==> src/rtl/qed_pkg.sv <==
// Package for the quadrature encoder decoder: direction codes, config layout,
// stream widths and the full-step and half-step transition tables.
// No dependencies.
`default_nettype none

package qed_pkg;

    // Detent direction reported with every result
    typedef enum logic [1:0] {
        DIR_NONE = 2'd0,
        DIR_CW   = 2'd1,
        DIR_CCW  = 2'd2
    } dir_t;

    // One table entry: direction reported and the next step state
    typedef struct packed {
        dir_t       dir;
        logic [2:0] next_state;
    } step_entry_t;

    // Configuration register indexes
    typedef enum logic [0:0] {
        REG_STEP_MODE  = 1'b0,
        REG_TIMEOUT_MS = 1'b1
    } reg_index_t;

    localparam int unsigned TIMEOUT_W          = 32;
    localparam logic [TIMEOUT_W-1:0] TIMEOUT_RESET = 32'd100;
    localparam int unsigned NOW_W              = 32;
    localparam int unsigned DEFAULT_TIME_WIDTH = 32;

    // Stream payload layout
    localparam int unsigned S_TDATA_W = 40;
    localparam int unsigned M_TDATA_W = 8;
    localparam int unsigned S_CLOCK_BIT = 0;
    localparam int unsigned S_DATA_BIT  = 1;
    localparam int unsigned S_NOW_LSB   = 2;

    // Configuration registers as seen by the decoder
    typedef struct packed {
        logic                 step_mode;
        logic [TIMEOUT_W-1:0] timeout_ms;
    } qed_cfg_t;

    // Full-step table, indexed [state][{data, clock}]
    localparam step_entry_t FULL_TAB [8][4] = '{
        '{'{DIR_NONE, 3'd0}, '{DIR_NONE, 3'd2}, '{DIR_NONE, 3'd4}, '{DIR_NONE, 3'd0}},
        '{'{DIR_NONE, 3'd3}, '{DIR_NONE, 3'd0}, '{DIR_NONE, 3'd1}, '{DIR_CW,   3'd0}},
        '{'{DIR_NONE, 3'd3}, '{DIR_NONE, 3'd2}, '{DIR_NONE, 3'd0}, '{DIR_NONE, 3'd0}},
        '{'{DIR_NONE, 3'd3}, '{DIR_NONE, 3'd2}, '{DIR_NONE, 3'd1}, '{DIR_NONE, 3'd0}},
        '{'{DIR_NONE, 3'd6}, '{DIR_NONE, 3'd0}, '{DIR_NONE, 3'd4}, '{DIR_NONE, 3'd0}},
        '{'{DIR_NONE, 3'd6}, '{DIR_NONE, 3'd5}, '{DIR_NONE, 3'd0}, '{DIR_CCW,  3'd0}},
        '{'{DIR_NONE, 3'd6}, '{DIR_NONE, 3'd5}, '{DIR_NONE, 3'd4}, '{DIR_NONE, 3'd0}},
        '{'{DIR_NONE, 3'd0}, '{DIR_NONE, 3'd2}, '{DIR_NONE, 3'd4}, '{DIR_NONE, 3'd0}}
    };

    // Half-step table; unused states fall back to the start row
    localparam step_entry_t HALF_TAB [8][4] = '{
        '{'{DIR_NONE, 3'd3}, '{DIR_NONE, 3'd2}, '{DIR_NONE, 3'd1}, '{DIR_NONE, 3'd0}},
        '{'{DIR_CCW,  3'd3}, '{DIR_NONE, 3'd0}, '{DIR_NONE, 3'd1}, '{DIR_NONE, 3'd0}},
        '{'{DIR_CW,   3'd3}, '{DIR_NONE, 3'd2}, '{DIR_NONE, 3'd0}, '{DIR_NONE, 3'd0}},
        '{'{DIR_NONE, 3'd3}, '{DIR_NONE, 3'd5}, '{DIR_NONE, 3'd4}, '{DIR_NONE, 3'd0}},
        '{'{DIR_NONE, 3'd3}, '{DIR_NONE, 3'd3}, '{DIR_NONE, 3'd4}, '{DIR_CW,   3'd0}},
        '{'{DIR_NONE, 3'd3}, '{DIR_NONE, 3'd5}, '{DIR_NONE, 3'd3}, '{DIR_CCW,  3'd0}},
        '{'{DIR_NONE, 3'd3}, '{DIR_NONE, 3'd2}, '{DIR_NONE, 3'd1}, '{DIR_NONE, 3'd0}},
        '{'{DIR_NONE, 3'd3}, '{DIR_NONE, 3'd2}, '{DIR_NONE, 3'd1}, '{DIR_NONE, 3'd0}}
    };

endpackage

`default_nettype wire

==> src/rtl/qed_core.sv <==
// Decoder core: step state, detent timestamp and timeout flag, updated once
// per accepted sample. Depends on qed_pkg.
`default_nettype none

module qed_core #(
    parameter int unsigned TIME_WIDTH = qed_pkg::DEFAULT_TIME_WIDTH
) (
    input  wire logic                      clk,
    input  wire logic                      rst_n,
    input  wire qed_pkg::qed_cfg_t         cfg,
    input  wire logic                      accept,
    input  wire logic                      clock_level,
    input  wire logic                      data_level,
    input  wire logic [qed_pkg::NOW_W-1:0] now_ms,
    output qed_pkg::dir_t                  direction
);
    import qed_pkg::*;

    localparam int unsigned CMP_W = (TIME_WIDTH > TIMEOUT_W) ? TIME_WIDTH : TIMEOUT_W;

    logic [2:0]            step_state_reg, step_state_next;
    logic [TIME_WIDTH-1:0] detent_time_reg, detent_time_next;
    logic                  timeout_armed_reg, timeout_armed_next;

    logic [TIME_WIDTH-1:0] now_t;
    logic [TIME_WIDTH-1:0] elapsed;
    logic                  expired;
    logic [1:0]            code;
    step_entry_t           entry;

    // Elapsed time since the last detent, wrapping at the time width
    assign now_t   = TIME_WIDTH'(now_ms);
    assign elapsed = now_t - detent_time_reg;
    assign expired = timeout_armed_reg && (CMP_W'(elapsed) > CMP_W'(cfg.timeout_ms));

    // Look up the transition for the current pin code
    assign code  = {data_level, clock_level};
    assign entry = cfg.step_mode ? HALF_TAB[step_state_reg][code]
                                 : FULL_TAB[step_state_reg][code];

    // Next state and direction
    always_comb
    begin
        step_state_next    = step_state_reg;
        detent_time_next   = detent_time_reg;
        timeout_armed_next = timeout_armed_reg;
        direction          = DIR_NONE;
        if (expired)
        begin
            // drop this sample and disarm the timeout
            timeout_armed_next = 1'b0;
            detent_time_next   = '0;
        end
        else
        begin
            step_state_next = entry.next_state;
            direction       = entry.dir;
            if (entry.dir == DIR_CW || entry.dir == DIR_CCW)
            begin
                detent_time_next   = now_t;
                timeout_armed_next = 1'b1;
            end
        end
    end

    // Advance state on each accepted sample
    always_ff @(posedge clk or negedge rst_n)
    begin
        if (!rst_n)
        begin
            step_state_reg    <= 3'd0;
            detent_time_reg   <= '0;
            timeout_armed_reg <= 1'b0;
        end
        else if (accept)
        begin
            step_state_reg    <= step_state_next;
            detent_time_reg   <= detent_time_next;
            timeout_armed_reg <= timeout_armed_next;
        end
    end

endmodule

`default_nettype wire

==> src/rtl/quadrature_encoder_decoder.sv <==
// Top level of the quadrature encoder decoder: config registers, decoder core
// and a two-entry result queue. Depends on qed_pkg and qed_core.
//
//   channel  | direction | handshake            | payload
//   ---------+-----------+----------------------+-------------------------------
//   s_*      | in        | s_tvalid / s_tready  | clock_level, data_level, now_ms
//   m_*      | out       | m_tvalid / m_tready  | direction
//   cfg_*    | in        | cfg_valid/cfg_ready  | cfg_index, cfg_data
//
// One sample per clock while s_tready is high; each sample yields one direction
// result queued the cycle after acceptance. The combinational table lookup
// and timeout compare set the rate. The two-entry result queue keeps s_tready
// high while one result waits; s_tready drops only when both entries are held
// by a stalled m_tready. Reset returns to the start state, timeout disarmed,
// full-step mode and a 100 ms timeout. Config writes are always taken.
`default_nettype none

module quadrature_encoder_decoder #(
    parameter int unsigned TIME_WIDTH = qed_pkg::DEFAULT_TIME_WIDTH
) (
    input  wire logic                          clk,
    input  wire logic                          rst_n,
    input  wire logic                          s_tvalid,
    output logic                               s_tready,
    // [0] clock_level, [1] data_level, [33:2] now_ms, [39:34] zero
    input  wire logic [qed_pkg::S_TDATA_W-1:0] s_tdata,
    output logic                               m_tvalid,
    input  wire logic                          m_tready,
    // [1:0] direction, [7:2] zero
    output logic [qed_pkg::M_TDATA_W-1:0]      m_tdata,
    input  wire logic                          cfg_valid,
    output logic                               cfg_ready,
    input  wire logic [0:0]                    cfg_index,
    input  wire logic [qed_pkg::TIMEOUT_W-1:0] cfg_data
);
    import qed_pkg::*;

    qed_cfg_t   cfg_reg;
    logic       in_accept;
    logic       out_pop;
    dir_t       dir_new;
    logic [1:0] cnt_reg, cnt_next;
    dir_t       head_reg, head_next;
    dir_t       tail_reg, tail_next;

    assign cfg_ready = 1'b1;
    assign s_tready  = (cnt_reg != 2'd2);
    assign in_accept = s_tvalid && s_tready;
    assign m_tvalid  = (cnt_reg != 2'd0);
    assign out_pop   = m_tvalid && m_tready;
    assign m_tdata   = M_TDATA_W'(head_reg);

    // Hold config registers, write on request
    always_ff @(posedge clk or negedge rst_n)
    begin
        if (!rst_n)
        begin
            cfg_reg.step_mode  <= 1'b0;
            cfg_reg.timeout_ms <= TIMEOUT_RESET;
        end
        else if (cfg_valid && cfg_ready)
        begin
            unique case (reg_index_t'(cfg_index))
                REG_STEP_MODE:  cfg_reg.step_mode  <= cfg_data[0];
                REG_TIMEOUT_MS: cfg_reg.timeout_ms <= cfg_data;
                default:        ;
            endcase
        end
    end

    qed_core #(
        .TIME_WIDTH (TIME_WIDTH)
    ) u_core (
        .clk         (clk),
        .rst_n       (rst_n),
        .cfg         (cfg_reg),
        .accept      (in_accept),
        .clock_level (s_tdata[S_CLOCK_BIT]),
        .data_level  (s_tdata[S_DATA_BIT]),
        .now_ms      (s_tdata[S_NOW_LSB +: NOW_W]),
        .direction   (dir_new)
    );

    // Result queue: push decoded direction, pop on output request
    always_comb
    begin
        cnt_next  = cnt_reg;
        head_next = head_reg;
        tail_next = tail_reg;
        priority case (1'b1)
            (in_accept && out_pop):
            begin
                if (cnt_reg == 2'd1)
                    head_next = dir_new;
                else
                begin
                    head_next = tail_reg;
                    tail_next = dir_new;
                end
            end
            in_accept:
            begin
                cnt_next = cnt_reg + 2'd1;
                if (cnt_reg == 2'd0)
                    head_next = dir_new;
                else
                    tail_next = dir_new;
            end
            out_pop:
            begin
                cnt_next  = cnt_reg - 2'd1;
                head_next = tail_reg;
            end
            default: ;
        endcase
    end

    always_ff @(posedge clk or negedge rst_n)
    begin
        if (!rst_n)
            cnt_reg <= 2'd0;
        else
            cnt_reg <= cnt_next;
    end

    always_ff @(posedge clk)
    begin
        head_reg <= head_next;
        tail_reg <= tail_next;
    end

endmodule

`default_nettype wire

==> config.mk <==
export PLATFORM = sky130hd
export DESIGN_NAME = quadrature_encoder_decoder
export DESIGN_NICKNAME = d
export VERILOG_FILES = /design/src/rtl/qed_pkg.sv /design/src/rtl/qed_core.sv /design/src/rtl/quadrature_encoder_decoder.sv
export SDC_FILE = /design/constraint.sdc
export NUM_CORES = 1
export LEC_CHECK = 0
export BUFFER_PORTS_ARGS = -buffer_cell sky130_fd_sc_hd__buf_2
export CORE_UTILIZATION = 50
export CTS_CLUSTER_SIZE = 16
export DETAILED_ROUTE_END_ITERATION = 7
export GPL_ROUTABILITY_DRIVEN = 1
export HOLD_SLACK_MARGIN = 0.15
export PLACE_DENSITY = 0.71
export REMOVE_ABC_BUFFERS = 1
export SLEW_MARGIN = 5
export SYNTH_ARGS = -nofsm -noshare
export SYNTH_HDL_FRONTEND = slang
export SYNTH_HIERARCHICAL = 1
export SYNTH_SLANG_ARGS = --single-unit
==> constraint.sdc <==
create_clock -name clk -period 14.4 [get_ports clk]
set_input_delay 2.16 -clock clk [delete_from_list [all_inputs] [get_ports clk]]
set_output_delay 2.16 -clock clk [all_outputs]
set_load 0.02 [all_outputs]
### Yosys cells after proc, flatten, opt, wreduce, memory -nomap -nowiden

Memories as Yosys holds them, arrays and structs flattened.
Cells that the tools add are included.

* flip-flop bits (word level): 75
* latch bits: 0
* bits in writable memories: 0
* ROM bits: 320
* input bits: 78
* output and inout port bits: 11
* logic and storage cells: 73
* memories: 2

Memories
* (no name shown): depth 8, bits a word 20, read ports 1, clocked after memory_dff 0, wr ports 0, RTL line qed_core.sv:38 `assign entry = cfg.step_mode ? HALF_TAB[step_state_reg][code]`
* (no name shown): depth 8, bits a word 20, read ports 1, clocked after memory_dff 0, wr ports 0, RTL line qed_core.sv:39 `: FULL_TAB[step_state_reg][code];`

* add/sub/neg operators: 3
* multipliers: 0
* divide/modulo/power cells: 0
* magnitude comparators: 3
* equality and inequality tests: 7
* shift operators: 0
* mux-type cells: 27
* bitwise operators: 5
* reductions and logical operators: 18

Operators by type and width (count)
* 2-to-1 mux 20 bit: 4
* 2-to-1 mux 32 bit: 2
* greater-than comparator 32 bit: 1
* subtractor 32 bit: 1
* 2-to-1 mux 5 bit: 5
* 2-to-1 mux 2 bit: 12
* binary-select mux 5 bit (select 2 bit): 2
* AND reduction 2 bit: 6
* nonzero test 2 bit: 4
* inequality test 2 bit, second input constant: 3
* == test 2 x 1 -> 1 bit, second input constant: 2
* greater-or-equal comparator 4 bit, second input constant: 1
* logical AND 1 bit: 4
* inverter 3 -> 4 bit: 1
* greater-or-equal comparator 3 bit, second input constant: 1
* inequality test 3 x 1 -> 1 bit, second input constant: 1
* inverter 1 bit: 3
* inverter 2 -> 3 bit: 1
* AND reduction 3 bit: 1
* nonzero test 3 bit: 1
* adder 2 x 1 -> 2 bit, second input constant: 1
* == test 2 bit, second input constant: 1
* zero test 2 bit: 1
* 2-to-1 mux 1 bit: 2
* other kinds (2): 2

### Depth between registers and ports, before layout

Gate-level depths: netlist of run 1.

* depth in word-level cells: 12
* mapped depth: 20
* gate-level depth less buffers: 19

### Cells and area by module

The synthesis of run 1 kept the hierarchy.

Modules (own cells, without submodules)
* qed_core: instances 1, cells an instance 515, area each 4167.7 um^2, sequential area each 900.9 um^2
* quadrature_encoder_decoder: instances 1, cells an instance 105, area each 1761.7 um^2, sequential area each 999.7 um^2

### Least setup slack after synthesis of run 1

No wires, ideal clock.

* kind: input to register
* start: input port s_tdata[2] in the netlist's numbering
* end: register u_core.detent_time_reg[0]
* library setup time: 0.065 ns
* arrival time: 6.601 ns
* required time: 14.335 ns
* slack: 7.734 ns
* stages on the path: 20
* buffers on the path: 1
* cells stage by stage: inv_1 ha_1 inv_1 fa_1 a21o_1 a221o_2 a2111oi_4 nor2_2 a221o_2 a311oi_2 xnor2_1 ha_1 nand4_1 or4_1 o21ai_1 a31oi_1 a41o_1 a21oi_1 buf_2 a22o_1

* longest elaborated chain between the ends: 5
* elaborated cells between the ends (all ways): 7
* classes of those cells: add/sub: 1; order compare: 1; mux: 2; reduce/logical: 3

RTL lines
* from (decl): RTL line quadrature_encoder_decoder.sv:26 `input wire logic [qed_pkg::S_TDATA_W-1:0] s_tdata,`
* subtractor 32 bit: RTL line qed_core.sv:33 `assign elapsed = now_t - detent_time_reg;`
* greater-than comparator 32 bit: RTL line qed_core.sv:34 `assign expired = timeout_armed_reg && (CMP_W'(elapsed) > CMP_W'(cfg.timeout_ms));`
* logical AND 1 bit: RTL line qed_core.sv:34
* nonzero test 2 bit (no source line)
* AND reduction 2 bit (no source line)
* to (signal assigned): RTL line qed_core.sv:78 `detent_time_reg <= detent_time_next;`
* to (decl): RTL line qed_core.sv:22 `logic [TIME_WIDTH-1:0] detent_time_reg, detent_time_next;`

Parallel ways exist; a longest one is shown, timed or not. The select of a mux whose other input is x is not followed.
A chain may end at the register's enable or synchronous reset.

### Final worst setup path of run 1

* start: input port s_tdata[2] in the netlist's numbering
* end: register u_core.detent_time_reg[19]

* longest elaborated chain between the ends: 5
* elaborated cells between the ends (all ways): 6
* classes of those cells: add/sub: 1; order compare: 1; mux: 1; reduce/logical: 3

RTL lines (RTL line)
* subtractor 32 bit (*): qed_core.sv:33
* greater-than comparator 32 bit (*): qed_core.sv:34
* logical AND 1 bit (*): qed_core.sv:34
* nonzero test 2 bit (no source line)
* AND reduction 2 bit (no source line)

Mark *: on every way between the ends. The rest lies on a longest branch, timed or not.

==> results.py, run 1 <==
metrics = {
    "outcome": {
        "status": "finished clean",
    },
    "yosys": {
        "ys_top_cells_by_area": "dfrtp_1, ha_1, mux2_4",
        "synth_cell_types": 65,
        "muxShareOfSynthArea_pct": 9.83,
        "synth-edff-count": 4,
        "synthXorXnorAreaFrac_pct": 4.73,
        "yosys.area_share.simple_pct": 11.3,
        "yosys_warnings": 6,
        "synthArstFlopShare_pct": 94.7,
        "synth_top_family_by_area": "compound AO/OA/AOI/OAI gates",
        "synth_top_area_share_pct": 28.7,
        "ys_seq_area_share_pct": 32.1,
        "syn-cell-area_um2": 5930,
        "synth-compound-area-share_pct": 19.2,
        "synth_ff_type": "dfrtp_1",
        "ys_ff_latch": 75,
        "yosys.area_share.adder_pct": 15.5,
        "yosysTopAreaCell": "dfrtp_1",
        "syn_avg_cell_area_um2": 9.56,
        "synth_cells": 620,
    },
    "route": {
        "drt_iter0_drc": 187,
        "routed_wl_mm": 12.9,
        "first_pass_iters": 5,
        "wl_per_cell_um": 15.4,
        "viasPerCell": 5.52,
        "vias": 4628,
        "drc": 0,
        "final_antenna_net_count": 0,
    },
    "placement": {
        "portBuffers": 75,
        "place_inst": 822,
        "place_congestion": 0.802,
        "hpwl_mm": 9.78,
        "placed_area_um2": 6390,
        "post-place-ws_ns": 6.81,
    },
    "sta": {
        "final_hold_viol_count": 0,
        "maxSlewHeadroom_pct": 27.8,
        "rsz0062_at_grt": "no",
        "fin_crit_sh_pct": 50.5,
        "min_period_ns": 7.27,
        "max_freq_mhz": 138,
        "final.setup.tns_ns": 0,
        "setup_violations": 0,
        "skew_ns": 0.00743,
        "setup_ws_ns": 7.13,
        "worst_slew_pin_slew_ns": 1.08,
        "finalMaxSlewViolations": 0,
    },
    "hold_path": {
        "hold_path.class": "reg -> reg",
    },
    "layout": {
        "antenna_cells": 0,
        "num-nets-final": 841,
        "largest_reg_flops": 33,
        "final_common_cell": "inv_1",
        "final_area_um2": 6690,
        "final_cell_count_no_fill": 838,
        "drive_gt1_share_pct": 20.7,
        "area_delta_synth_final_pct": 12.8,
        "final_cell_mix": "inv_1, buf_2, ha_1",
    },
    "power_and_ir_drop": {
        "vdd_drop_max_v": 0.000102,
        "powerDensity_nw_per_um2": 190,
        "p_total_mw": 1.27,
        "p_leak_nw": 3.29,
    },
    "cts": {
        "cts_setup_buffers": 0,
        "ctsResizeCount": 0,
        "cts-root-buf": "clkbuf_16",
        "cts_buffers": 9,
        "cts_htree_levels": 3,
        "path_clk_slew_ns": 0.06,
        "cts_buffer_depth": 2,
        "clk-insertion-delay-late_ns": 0.35,
        "cts_sinks": 75,
        "hold_buffers": 0,
        "cts_tree": "done",
    },
    "floorplan": {
        "core.rowCount": 39,
        "die-area_um2": 12300,
        "io_pins": 89,
        "start_util_pct": 51.7,
        "coreArea_um2": 11500,
        "die_w_um": 111,
        "die_h_um": 111,
    },
    "global_route": {
        "first_global_vias": 4584,
        "grt_antenna_before_repair": 0,
        "grt_overflow": 0,
        "grt_pass1_wl_mm": 21.5,
        "track_usage_pct": 22.1,
        "grt_max_degree": 72,
    },
    "setup_path": {
        "arrival_ns": 7.55,
        "critPathRequiredTime_ns": 14.68,
        "worstSetupStartpointType": "input pin",
        "crit_type": "in -> reg",
        "critPathCaptureType": "flop",
        "critPathMaxFanout": 26,
    },
    "job": {
        "drv_cap": 0,
    },
}
[worst paths after layout]
kind                       slack [ns]                    endpoint                  startpoint  depth (start not counted)
setup / recovery                 7.13  u_core/detent_time_reg[19]                  s_tdata[2]                         21
hold / removal                   0.50  u_core/detent_time_reg[13]  u_core/detent_time_reg[13]                          1
setup reg to reg                 8.74  u_core/detent_time_reg[19]   u_core/detent_time_reg[0]                         19
hold reg to reg                  0.50  u_core/detent_time_reg[13]  u_core/detent_time_reg[13]                          1
max in group asynchronous       11.79  u_core/detent_time_reg[24]                       rst_n                          2
min in group asynchronous        2.03   u_core/detent_time_reg[4]                       rst_n                          2
[cell usage after synthesis, types with 4 or more instances]
master / n
buf_4: 7
a31oi_1: 7
o211ai_1: 5
nand2_1: 37
ha_1: 72
buf_2: 6
a22o_1: 34
and3_1: 5
inv_1: 76
and2_1: 6
nor2_1: 23
nor2b_1: 9
a21oi_1: 50
nand4_1: 12
o21a_1: 5
clkbuf_1: 8
a21o_1: 11
mux2i_1: 4
nor3_1: 11
dfrtp_1: 68
o21ai_0: 20
nand2b_1: 6
mux2_2: 5
mux2_4: 30
xnor2_1: 18
nand3_1: 11
edfxtp_1: 4
xor2_1: 14
[metrics by stage]
step                      utilization, %  hold WS [ns]
after floorplan                        -         0.466
after global placement              55.7         0.483
after detailed placement            55.7         0.484
after CTS                           58.3         0.498
after global routing                58.3         0.512
final                               58.3         0.497
[final cells by class]
| type | instances | area (um^2) |
|---|---|---|
| fill | 1039 | 4780 |
| multi-input combinational | 450 | 3630 |
| sequential | 75 | 1900 |
| timing repair buffer | 78 | 398 |
| inverter | 76 | 285 |
| clock buffer | 12 | 246 |
| tap | 143 | 179 |
| clock inverter | 4 | 51.3 |
[power breakdown]
part,internal [mW],total [mW],switching (mW)
clock network,0.139,0.229,0.0898
logic,0.321,0.722,0.401
registers,0.275,0.318,0.0427
[cells by family (layout without fill, tap and decap cells)]
kind of cell / Yosys count / count (layout)
compound gates: 164 / 164
simple gates: 132 / 132
buf+inv: 100 / 170
flops: 75 / 75
fa+ha+maj: 73 / 73
mux: 42 / 42
xor+xnor: 32 / 32
other cells: 2 / 7
[worst max-delay path, cell delays in order]
cell	delay (ns)
buf_2	0.11
inv_1	0.05
ha_1	0.15
inv_1	0.05
fa_1	0.40
a21o_1	0.19
a221o_2	0.43
a2111oi_4	0.35
nor2_2	0.13
a221o_2	0.45
a311oi_2	0.31
xnor2_1	0.11
ha_1	0.32
nand4_1	0.21
or4_1	0.58
o21ai_1	0.16
a31oi_1	0.06
a41o_1	0.32
nor3_4	0.41
buf_4	0.39
a22o_1	0.20
[per-layer routing]
metal | wire length, um | track usage, % | vias to the layer above
met4 | 253 | 8.62 | 0
li1 | - | - | 2337
met2 | 6010 | 35.6 | 84
met1 | 6200 | 29.0 | 2189
met3 | 462 | 4.76 | 18
met5 | 0 | 0 | -
No activity file was read; power rests on OpenSTA's default activity.
==> run 2, diff against run 1 <==
- clock period: 14.4 -> 7.2 ns (I/O delays scaled with it)
==> results.py, run 2 (synthesis gave the netlist of run 1 again) <==
metrics = {
    "floorplan": {
        "die-area_um2": 12300,
        "die_h_um": 111,
        "die_w_um": 111,
        "coreArea_um2": 11500,
        "core.rowCount": 39,
        "start_util_pct": 51.7,
        "io_pins": 89,
    },
    "placement": {
        "portBuffers": 75,
        "place_congestion": 0.925,
        "placed_area_um2": 6410,
        "hpwl_mm": 10.2,
        "place_inst": 823,
    },
    "setup_path": {
        "critPathRequiredTime_ns": 7.47,
        "arrival_ns": 6.31,
        "critPathCaptureType": "flop",
        "worstSetupStartpointType": "input pin",
        "rr_worst_depth": 19,
        "crit_type": "in -> reg",
        "critPathMaxFanout": 25,
        "rr_startpoint": "u_core/detent_time_reg[0]",
        "r2r-end": "u_core/detent_time_reg[7]",
        "reg2reg_slack_ns": 1.71,
    },
    "sta": {
        "final.setup.tns_ns": 0,
        "finalMaxSlewViolations": 0,
        "min_period_ns": 6.04,
        "maxSlewHeadroom_pct": 28.8,
        "setup_violations": 0,
        "rsz0062_at_grt": "no",
        "skew_ns": 0.00616,
        "final_hold_viol_count": 0,
        "max_freq_mhz": 166,
        "worst_slew_pin_slew_ns": 1.06,
        "fin_crit_sh_pct": 83.8,
    },
    "cts": {
        "ctsResizeCount": 0,
        "clk-insertion-delay-late_ns": 0.34,
        "cts-root-buf": "clkbuf_16",
        "cts_setup_buffers": 0,
        "hold_buffers": 0,
        "path_clk_slew_ns": 0.06,
        "cts_buffers": 9,
        "cts_sinks": 75,
        "cts_htree_levels": 3,
        "cts_buffer_depth": 2,
        "cts_tree": "done",
    },
    "layout": {
        "largest_reg_flops": 33,
        "n_fill_cell": 986,
        "final_cell_mix": "inv_1, buf_2, ha_1",
        "antenna_cells": 0,
        "final_area_um2": 6690,
        "final_common_cell": "inv_1",
        "area_delta_synth_final_pct": 12.9,
        "drive_gt1_share_pct": 20.7,
        "final_cell_count_no_fill": 839,
        "fin_util_pct": 58.4,
        "num-nets-final": 842,
    },
    "hold_path": {
        "hold_end": "u_core/detent_time_reg[28]",
        "holdPathStages": 1,
        "worstHoldStart": "u_core/detent_time_reg[28]",
        "hold_path.class": "reg -> reg",
    },
    "route": {
        "final_antenna_net_count": 0,
        "vias": 4695,
        "drt_iter0_drc": 194,
        "viasPerCell": 5.60,
        "wl_per_cell_um": 15.9,
        "routed_wl_mm": 13.3,
        "first_pass_iters": 4,
        "drc": 0,
    },
    "outcome": {
        "status": "finished clean",
    },
    "power_and_ir_drop": {
        "powerDensity_nw_per_um2": 380,
        "vdd_drop_max_v": 0.000164,
        "p_leak_nw": 3.30,
    },
    "global_route": {
        "grt_antenna_before_repair": 0,
        "grt_max_degree": 72,
        "first_global_vias": 4801,
        "track_usage_pct": 22.8,
        "grt_pass1_wl_mm": 22.6,
        "grt_overflow": 0,
    },
    "job": {
        "drv_cap": 0,
    },
}
run 2: layout make-up:
class / count / area [um^2] / area share [%]
Clock buffer: 9 / 225 / 3.37
Sequential cell: 75 / 1900 / 28.4
Multi-Input combinational cell: 450 / 3630 / 54.2
Timing Repair Buffer: 79 / 418 / 6.24
Tap cell: 143 / 179 / 2.67
Clock inverter: 7 / 58.8 / 0.879
Inverter: 76 / 285 / 4.26
run 2: routing by layer:
metal	up-vias	wire [um]	global-route usage [%]
li1	2346	-	-
met1	2210	6230	29.4
met2	117	6310	37.9
met3	22	528	4.92
met4	0	256	7.82
met5	-	0	0
run 2: how the worst max path moves through the flow:
stage                     from                   endpoint
floorplan           s_tdata[2]  u_core/detent_time_reg[0]
global placement    s_tdata[2]  u_core/detent_time_reg[3]
detailed placement  s_tdata[2]  u_core/detent_time_reg[7]
CTS                 s_tdata[2]  u_core/detent_time_reg[7]
global route        s_tdata[2]  u_core/detent_time_reg[7]
finish              s_tdata[2]  u_core/detent_time_reg[7]
run 2: worst max-delay path: stages:
cell,delay (ns)
buf_2,0.11
inv_1,0.05
ha_1,0.15
inv_1,0.05
fa_1,0.39
a21o_1,0.19
a221o_2,0.43
a2111oi_4,0.35
nor2_2,0.12
a221o_2,0.45
a311oi_2,0.32
xnor2_1,0.10
ha_1,0.31
nand4_1,0.18
or4_1,0.58
o21ai_1,0.16
a31oi_1,0.06
a41o_1,0.32
nor3_4,0.46
buf_12,0.23
a22o_1,0.17
run 2: power breakdown:
part	internal (mW)	switching, mW	total [mW]
registers	0.550	0.0860	0.636
logic	0.648	0.819	1.47
clock network	0.263	0.175	0.438
run 2: per-stage QoR:
stage	hold slack (ns)	total power, mW	worst slack [ns]
finish	0.497	2.54	1.16
global placement	0.482	2.02	0.938
detailed placement	0.484	2.08	0.886
CTS	0.503	2.54	1.18
global route	0.512	2.77	0.825
floorplan	0.466	1.73	0.740
==> run 3, diff against run 2 <==
- ABC_AREA: default -> 1
- clock period: 7.2 -> 5.9 ns (I/O delays scaled with it)
==> results.py, run 3 <==
metrics = {
    "route": {
        "routed_wl_mm": 14.4,
        "vias": 5859,
        "drt_iter0_drc": 357,
        "drc": 0,
        "final_antenna_net_count": 0,
        "wl_per_cell_um": 12.6,
        "viasPerCell": 5.12,
        "first_pass_iters": 5,
    },
    "floorplan": {
        "core.rowCount": 41,
        "die_h_um": 116,
        "die-area_um2": 13500,
        "die_w_um": 116,
        "coreArea_um2": 12700,
        "start_util_pct": 51.6,
        "io_pins": 89,
    },
    "setup_path": {
        "critPathMaxFanout": 20,
        "critPathRequiredTime_ns": 6.13,
        "critPathCaptureType": "flop",
        "worstSetupStartpointType": "input pin",
        "crit_type": "in -> reg",
        "cp.buffers_inverters": 2,
        "arrival_ns": 4.57,
        "critical_path.cell_chain": "buf_2, ha_1, a21oi_1, o21ai_1, a21oi_1, o21ai_1, nand2_1, nand2_1, nand2_1, nand2_1, nand2_1, nand2_1, ha_1, nand2_1, nor2_2, and2_1, nand3_1, o21a_1, nand2_2, buf_4, nand2_1, nand2_1, o21ai_1",
        "cpLargestDelayFamily": "simple AND/OR/NAND/NOR gates",
        "critPathMaxStageDelay_ns": 0.37,
        "cp_common_cell": "nand2_1",
        "crit_slowest_cell": "nand2_2",
    },
    "cts": {
        "cts_buffer_depth": 2,
        "cts_buffers": 9,
        "cts_sinks": 75,
        "cts-root-buf": "clkbuf_16",
        "clk-insertion-delay-late_ns": 0.35,
        "cts_setup_buffers": 0,
        "cts_htree_levels": 3,
        "ctsResizeCount": 0,
        "path_clk_slew_ns": 0.06,
        "hold_buffers": 0,
        "cts_tree": "done",
    },
    "power_and_ir_drop": {
        "switchingPower_mw": 1.73,
        "clockPowerShare_pct": 14.7,
        "comb_power_share_pct": 62.8,
        "p_leak_nw": 3.76,
        "powerDensity_nw_per_um2": 496,
        "p_sw_share_pct": 48.9,
        "vdd_drop_max_v": 0.000169,
        "p_seq_share_pct": 22.5,
        "p_int_mw": 1.81,
    },
    "layout": {
        "final_cell_count_no_fill": 1144,
        "final_common_cell": "nand2_1",
        "ff_latch_area_um2": 1900,
        "largest_reg_flops": 33,
        "final_area_um2": 7150,
        "area_delta_synth_final_pct": 9.30,
        "multi_input_area_um2": 3860,
        "final_cell_mix": "nand2_1, inv_1, buf_2",
        "n_fill_cell": 1251,
        "antenna_cells": 0,
        "num-nets-final": 1118,
        "drive_gt1_share_pct": 14.8,
    },
    "yosys": {
        "ys_top_cells_by_area": "dfrtp_1, ha_1, nand2_1",
        "ys_seq_area_share_pct": 29.1,
        "synth-edff-count": 4,
        "synthArstFlopShare_pct": 94.7,
        "syn_avg_cell_area_um2": 7.21,
        "yosysTopAreaCell": "dfrtp_1",
        "synth_top_area_share_pct": 26.0,
        "ys_ff_latch": 75,
        "yosys.cell_count.top_type": "nand2_1",
        "synth_cell_types": 47,
        "ys_top_cells_by_count": "nand2_1, inv_1, ha_1, dfrtp_1, nor2_1",
        "syn-cell-area_um2": 6540,
        "yosys_warnings": 6,
        "synth_ff_type": "dfrtp_1",
        "synth_cells": 907,
    },
    "placement": {
        "portBuffers": 75,
        "post-place-ws_ns": 1.25,
        "hpwl_mm": 11.0,
        "place_inst": 1128,
        "placed_area_um2": 6870,
        "place_congestion": 0.881,
    },
    "global_route": {
        "first_global_vias": 5425,
        "grt_max_degree": 72,
        "grt_antenna_before_repair": 0,
        "track_usage_pct": 23.2,
        "grt_pass1_wl_mm": 24.8,
        "grt_overflow": 0,
    },
    "sta": {
        "max_freq_mhz": 230,
        "setup_ws_ns": 1.55,
        "final_hold_viol_count": 0,
        "skew_ns": 0.00962,
        "fin_crit_sh_pct": 73.7,
        "rsz0062_at_grt": "no",
        "finalMaxSlewViolations": 0,
        "holdWs_ns": 0.469,
        "setup_violations": 0,
        "worst_slew_pin_slew_ns": 0.864,
        "final.setup.tns_ns": 0,
        "min_period_ns": 4.35,
        "maxSlewHeadroom_pct": 42.4,
    },
    "job": {
        "drv_cap": 0,
    },
    "hold_path": {
        "hold_path.class": "reg -> reg",
    },
    "outcome": {
        "status": "finished clean",
    },
}
## run 3: cell types whose count changed after synthesis, sizes merged, moves of 15 or more
cell / before / now
nand2: 38 / 271
inv: 76 / 130
nand3: 11 / 60
nor2: 24 / 64
mux2: 37 / 0
a22o: 34 / 0
nand4: 12 / 40
buf: 16 / 31
## run 3: per-stage QoR
step,power (mW),utilization [%]
3_3_place_gp,2.95,54.2
4_1_cts,3.55,56.4
5_1_grt,3.96,56.4
2_1_floorplan,2.47,-
3_5_place_dp,3.00,54.2
6_report,3.54,56.4
## run 3: cell type report
type                       count  area share (%)
clock buffer                  10            3.34
clock inverter                 6           0.578
inverter                     130            6.83
multi-input combinational    673            54.1
sequential                    75            26.6
tap                          172            3.01
timing repair buffer          78            5.57
## run 3: cells by family after synthesis
| kind of cell | synth area share [%] |
|---|---|
| and+or+nand+nor | 30.5 |
| buffers and inverters | 12.1 |
| AOI/OAI and AO/OA | 10.2 |
| DFF | 29.1 |
| adders and majority gates | 14.1 |
| xor gates and xnor gates | 3.87 |
| other | 0.115 |
## run 3: worst paths after layout
kind | slack (ns) | from | cells after the start | to
worst max register to register | 1.83 | u_core/detent_time_reg[6] | 23 | u_core/step_state_reg[2]
worst min register to register | 0.47 | cfg_reg[5] | 2 | cfg_reg[5]
worst max-delay path | 1.55 | s_tdata[8] | 23 | u_core/step_state_reg[2]
max in group asynchronous | 4.61 | rst_n | 2 | u_core/detent_time_reg[22]
worst min-delay path | 0.47 | cfg_reg[5] | 2 | cfg_reg[5]
min in group asynchronous | 0.75 | rst_n | 2 | cfg_reg[1]
## run 3: worst register-to-register path, stage by stage (launching register included)
cell	delay, ns
dfrtp_1	0.35
inv_1	0.05
ha_1	0.33
a21oi_1	0.21
o21ai_1	0.09
a21oi_1	0.30
o21ai_1	0.19
nand2_1	0.10
nand2_1	0.11
nand2_1	0.12
nand2_1	0.05
nand2_1	0.05
nand2_1	0.05
ha_1	0.29
nand2_1	0.08
nor2_2	0.12
and2_1	0.16
nand3_1	0.10
o21a_1	0.21
nand2_2	0.37
buf_4	0.34
nand2_1	0.13
nand2_1	0.09
o21ai_1	0.07
## run 3: metal layers
| metal | track usage (%) | vias up | wire length (um) |
|---|---|---|---|
| met3 | 4.31 | 16 | 700 |
| met1 | 33.0 | 2633 | 7350 |
| met4 | 6.67 | 0 | 180 |
| met2 | 35.9 | 154 | 6220 |
| met5 | 0 | - | 0 |
| li1 | - | 3056 | - |
## run 3: power by group through the flow
| stage | combinational [mW] | clock [mW] | sequential (mW) |
|---|---|---|---|
| 2_1_floorplan | 1.68 | 0 | 0.786 |
| 3_3_place_gp | 2.15 | 0 | 0.801 |
| 3_5_place_dp | 2.20 | 0 | 0.802 |
| 4_1_cts | 2.22 | 0.532 | 0.797 |
| 5_1_grt | 2.58 | 0.552 | 0.820 |
| 6_report | 2.22 | 0.522 | 0.798 |
